**src/rtl/teb_pkg.sv**
```systemverilog
// Shared types and constants of the transparent edge bleed block.
// Pixel and output beat structs, register map codes, queue sizing.
// No dependencies.
`timescale 1ns / 1ps
`default_nettype none

package teb_pkg;

  // Configuration port
  localparam int APB_AW = 4;
  localparam int APB_DW = 32;

  localparam int CFG_WIDTH_W  = 12;
  localparam int CFG_HEIGHT_W = 13;

  // Register indexes, decoded from paddr[3:2]
  localparam logic [1:0] REG_WIDTH  = 2'd0;
  localparam logic [1:0] REG_HEIGHT = 2'd1;
  localparam logic [1:0] REG_SMOOTH = 2'd2;

  localparam logic [CFG_WIDTH_W-1:0]  WIDTH_RESET  = 12'd64;
  localparam logic [CFG_HEIGHT_W-1:0] HEIGHT_RESET = 13'd64;
  localparam logic                    SMOOTH_RESET = 1'b1;

  // Input kinds carried in tuser
  localparam logic MODE_PIXEL = 1'b0;
  localparam logic MODE_DRAIN = 1'b1;

  localparam logic [7:0] ALPHA_OPAQUE = 8'hFF;
  localparam logic [7:0] ALPHA_CLEAR  = 8'h00;

  // Output queue
  localparam int OUTQ_DEPTH = 4;
  localparam int OUTQ_AW    = 2;

  typedef struct packed {
    logic [7:0] alpha;
    logic [7:0] blue;
    logic [7:0] green;
    logic [7:0] red;
  } pixel_t;

  typedef struct packed {
    logic   last;
    pixel_t pix;
  } out_beat_t;

  function automatic logic is_opaque(pixel_t p);
    return p.alpha == ALPHA_OPAQUE;
  endfunction

endpackage

`default_nettype wire

```
**src/rtl/teb_outq.sv**
```systemverilog
// Small output queue that decouples the pixel pipeline from the output stream.
// Depends on teb_pkg (out_beat_t, OUTQ_DEPTH, OUTQ_AW).
`timescale 1ns / 1ps
`default_nettype none

module teb_outq (
  input  logic                     clk_i,
  input  logic                     rst_ni,
  input  logic                     push_i,
  input  teb_pkg::out_beat_t       push_data_i,
  input  logic                     pop_i,
  output logic                     valid_o,
  output teb_pkg::out_beat_t       data_o,
  output logic [teb_pkg::OUTQ_AW:0] count_o
);
  import teb_pkg::*;

  out_beat_t            entries_q [OUTQ_DEPTH];
  logic [OUTQ_AW-1:0]   wr_ptr_q, wr_ptr_d;
  logic [OUTQ_AW-1:0]   rd_ptr_q, rd_ptr_d;
  logic [OUTQ_AW:0]     count_q, count_d;
  logic                 pop_fire;

  assign valid_o  = (count_q != '0);
  assign data_o   = entries_q[rd_ptr_q];
  assign count_o  = count_q;
  assign pop_fire = pop_i && valid_o;

  always_comb begin
    wr_ptr_d = push_i   ? wr_ptr_q + 1'b1 : wr_ptr_q;
    rd_ptr_d = pop_fire ? rd_ptr_q + 1'b1 : rd_ptr_q;
    count_d  = count_q + (OUTQ_AW+1)'(push_i) - (OUTQ_AW+1)'(pop_fire);
  end

  always_ff @(posedge clk_i) begin
    if (push_i) begin
      entries_q[wr_ptr_q] <= push_data_i;
    end
  end

  always_ff @(posedge clk_i or negedge rst_ni) begin
    if (!rst_ni) begin
      wr_ptr_q <= '0;
      rd_ptr_q <= '0;
      count_q  <= '0;
    end else begin
      wr_ptr_q <= wr_ptr_d;
      rd_ptr_q <= rd_ptr_d;
      count_q  <= count_d;
    end
  end

endmodule

`default_nettype wire

```
**config.mk**
```make
export PLATFORM = sky130hd
export DESIGN_NAME = teb_outq
export DESIGN_NICKNAME = d
export VERILOG_FILES = /design/src/rtl/teb_pkg.sv /design/src/rtl/teb_outq.sv
export SDC_FILE = /design/constraint.sdc
export NUM_CORES = 1
export LEC_CHECK = 0
export CAP_MARGIN = 20
export CORE_ASPECT_RATIO = 1.25
export CORE_MARGIN = 8
export CORE_UTILIZATION = 55
export DETAILED_ROUTE_END_ITERATION = 10
export DONT_BUFFER_PORTS = 1
export GPL_ROUTABILITY_DRIVEN = 0
export GPL_TIMING_DRIVEN = 0
export PLACE_DENSITY = 0.67
export RECOVER_POWER = 25
export SETUP_SLACK_MARGIN = 0.5
export SLEW_MARGIN = 20
export SYNTH_ARGS = -nofsm -noshare
export SYNTH_HDL_FRONTEND = slang
export SYNTH_SLANG_ARGS = --single-unit
```
**constraint.sdc**
```tcl
create_clock -name clk_i -period 3.3 [get_ports clk_i]
set_input_delay 0.66 -clock clk_i [delete_from_list [all_inputs] [get_ports clk_i]]
set_output_delay 0.66 -clock clk_i [all_outputs]
set_load 0.1 [all_outputs]
```
==> metrics <==
outcome complete, no violations; initial DRC count 95; post-CTS setup buffers 0; Area growth syn-to-layout 14.3%; syn_area_per_cell 25.2 µm²; post-synthesis instance total 207; crit path buf inv count 0; RSZ-0062 raised after global routing false; Worst-Skew Late Latency 0.40 ns; ant diodes 0; Yosys warnings 0; die area ~13,000 µm²; first-pass GRT wire length 13,500 µm; Vias 2,098; Tcrit/Tclk final 83.2%; CTS tree built; Synth area leader edfxtp_1; arrival time worst endpoint about 2.1 ns; antenna violations before repair 0; top post-synthesis cells by area edfxtp_1 76%, mux4_2 12%, dfrtp_1 3.4%, mux4_1 2.5%, ha_1 1.4%; final setup TNS 0 ns; max incr delay on CP a little over 0.9 ns; Async S/R FF share, synth ~5.0%; clock root buffer clkbuf_16; # Max-Cap Violations 0; Highest Clock Rate ~0.36 GHz; WL/cell 23.7 µm; Net count, final 275; Pre-Repair DR Iteration Count 5; total core area 9170 µm²; CP top delay family simple AND/OR/NAND/NOR gates; Fillers between 600 and 700; clock sink total 139; Die Ht 125 µm; Detail Placement HPWL 5570 µm; relative slew slack 33.6%; Synth top area share approximately three quarters; Worst-Margin Slew 0.997 ns; R2R setup slack 0.72 ns; Die Wd 103 µm; fin. max-slew vios 0; drt total wl 8710 µm; PortBufs 0; remaining global-route overflow 0; largest net degree at the start of global routing 24; Hold Violations, Final 0; HP Class in2reg; most frequent cells in the layout 132 x edfxtp_1, 29 x mux4_2, 17 x clkbuf_16, 7 x buf_12, 7 x dfrtp_1; synthesized cell area 5210 µm²; Max FO, Critical Path 5; startpoint types flip-flop; clock slew at reported path FFs 0.05 ns; CP max-delay cell or3_2; htree depth 4; Post-synth top flop edfxtp_1; Final Setup Violations 0; Crit. End Element primary output; Seq/Total Area, Yosys 79.4%; Net Count, Synth 251; # rows 39; Post-DRT Antenna Nets 0; number of synthesized flops with an enable pin 132; Starting Density 56.8%; Req. time, crit path between 2 and 3 ns; io pins 74; Seq cells post-synth 139; Total GRT Usage 14.7%; synth unique cells 18; critical path type reg2out; Longest Clk Path Bufs 2; sequence of cells on the critical path or3_2; fraction of layout cells with a size suffix above 1 28.7%; most common cell after layout, fill and taps aside edfxtp_1; vias per cell around 5.7; Max Clock Skew 0.0117 ns; vias in the first global route 2,315; DRC 0; fin crit period 2.74 ns; number of buffers created by CTS 17
-- final cells by class --
class	count	area, µm²	area share [%]
Buffer	8	91.3	1.53
Sequential cell	139	4140	69.5
Multi-Input combinational cell	54	961	16.1
Clock buffer	23	448	7.52
Clock inverter	9	50.0	0.840
Inverter	6	22.5	0.378
Timing Repair Buffer	5	90.1	1.51
Tap cell	123	154	2.58
-- cells in the mapped netlist, drive strengths merged (2+ instances only) --
master and instances:
buf 8, and2 4, edfxtp 132, ha 6, xnor2 3, xor2 2
mux4 33, dfrtp 7, inv 6
-- worst paths after layout --
kind	depth (start not counted)	from	to
setup / recovery	1	count_o[1]	valid_o
hold / removal	1	push_i	wr_ptr_q[0]
setup reg to reg	7	count_o[1]	count_o[2]
hold reg to reg	1	wr_ptr_q[0]	wr_ptr_q[0]
max in group asynchronous	1	rst_ni	wr_ptr_q[0]
min in group asynchronous	1	rst_ni	count_o[1]
-- routing by layer --
metal | vias to the layer above | track usage, % | routed length, µm
met5 | - | 0 | 0
met4 | 0 | 5.12 | 49
met3 | 4 | 7.21 | 675
met2 | 68 | 23.7 | 4710
met1 | 1109 | 16.5 | 3280
li1 | 917 | - | -
-- cell families after synthesis --
family | share of synthesized area [%]
AO/OA/AOI/OAI | 0.432
XOR/XNOR | 0.840
buffers and inverters | 2.18
adder cells (fa/ha/maj) | 1.82
AND/OR/NAND/NOR | 0.672
multiplexers | 14.6
flip-flops | 79.4
-- registers in the layout (all words and copies together), names as in the netlist --
| signal | count |
|---|---|
| entries_q | 132 |
| rd_ptr_q | 2 |
| count_o | 3 |
| wr_ptr_q | 2 |
-- what timing repair did --
item | CTS | global route
pin swaps | 0 | 0
hold buffers | 1 | 0
hold endpoints to repair | 7 | 0
resized for setup | 1 | 1
endpoints found under the setup margin | 1 | 1
-- stage by stage --
step	area (µm²)	utilization [%]	std cells	hold WS (ns)	worst slack, ns
CTS	5960	65.0	367	0.326	0.533
global placement	5370	58.5	330	0.365	0.779
global route	5960	64.9	367	0.327	0.514
floorplan	5210	-	207	0.364	0.835
detailed placement	5450	59.4	334	0.365	0.720
finish	5960	64.9	367	0.343	0.555
Power is left out: the tool's default activity adds up to more than one toggle a clock period on the data nets, which glitch-free logic cannot reach.
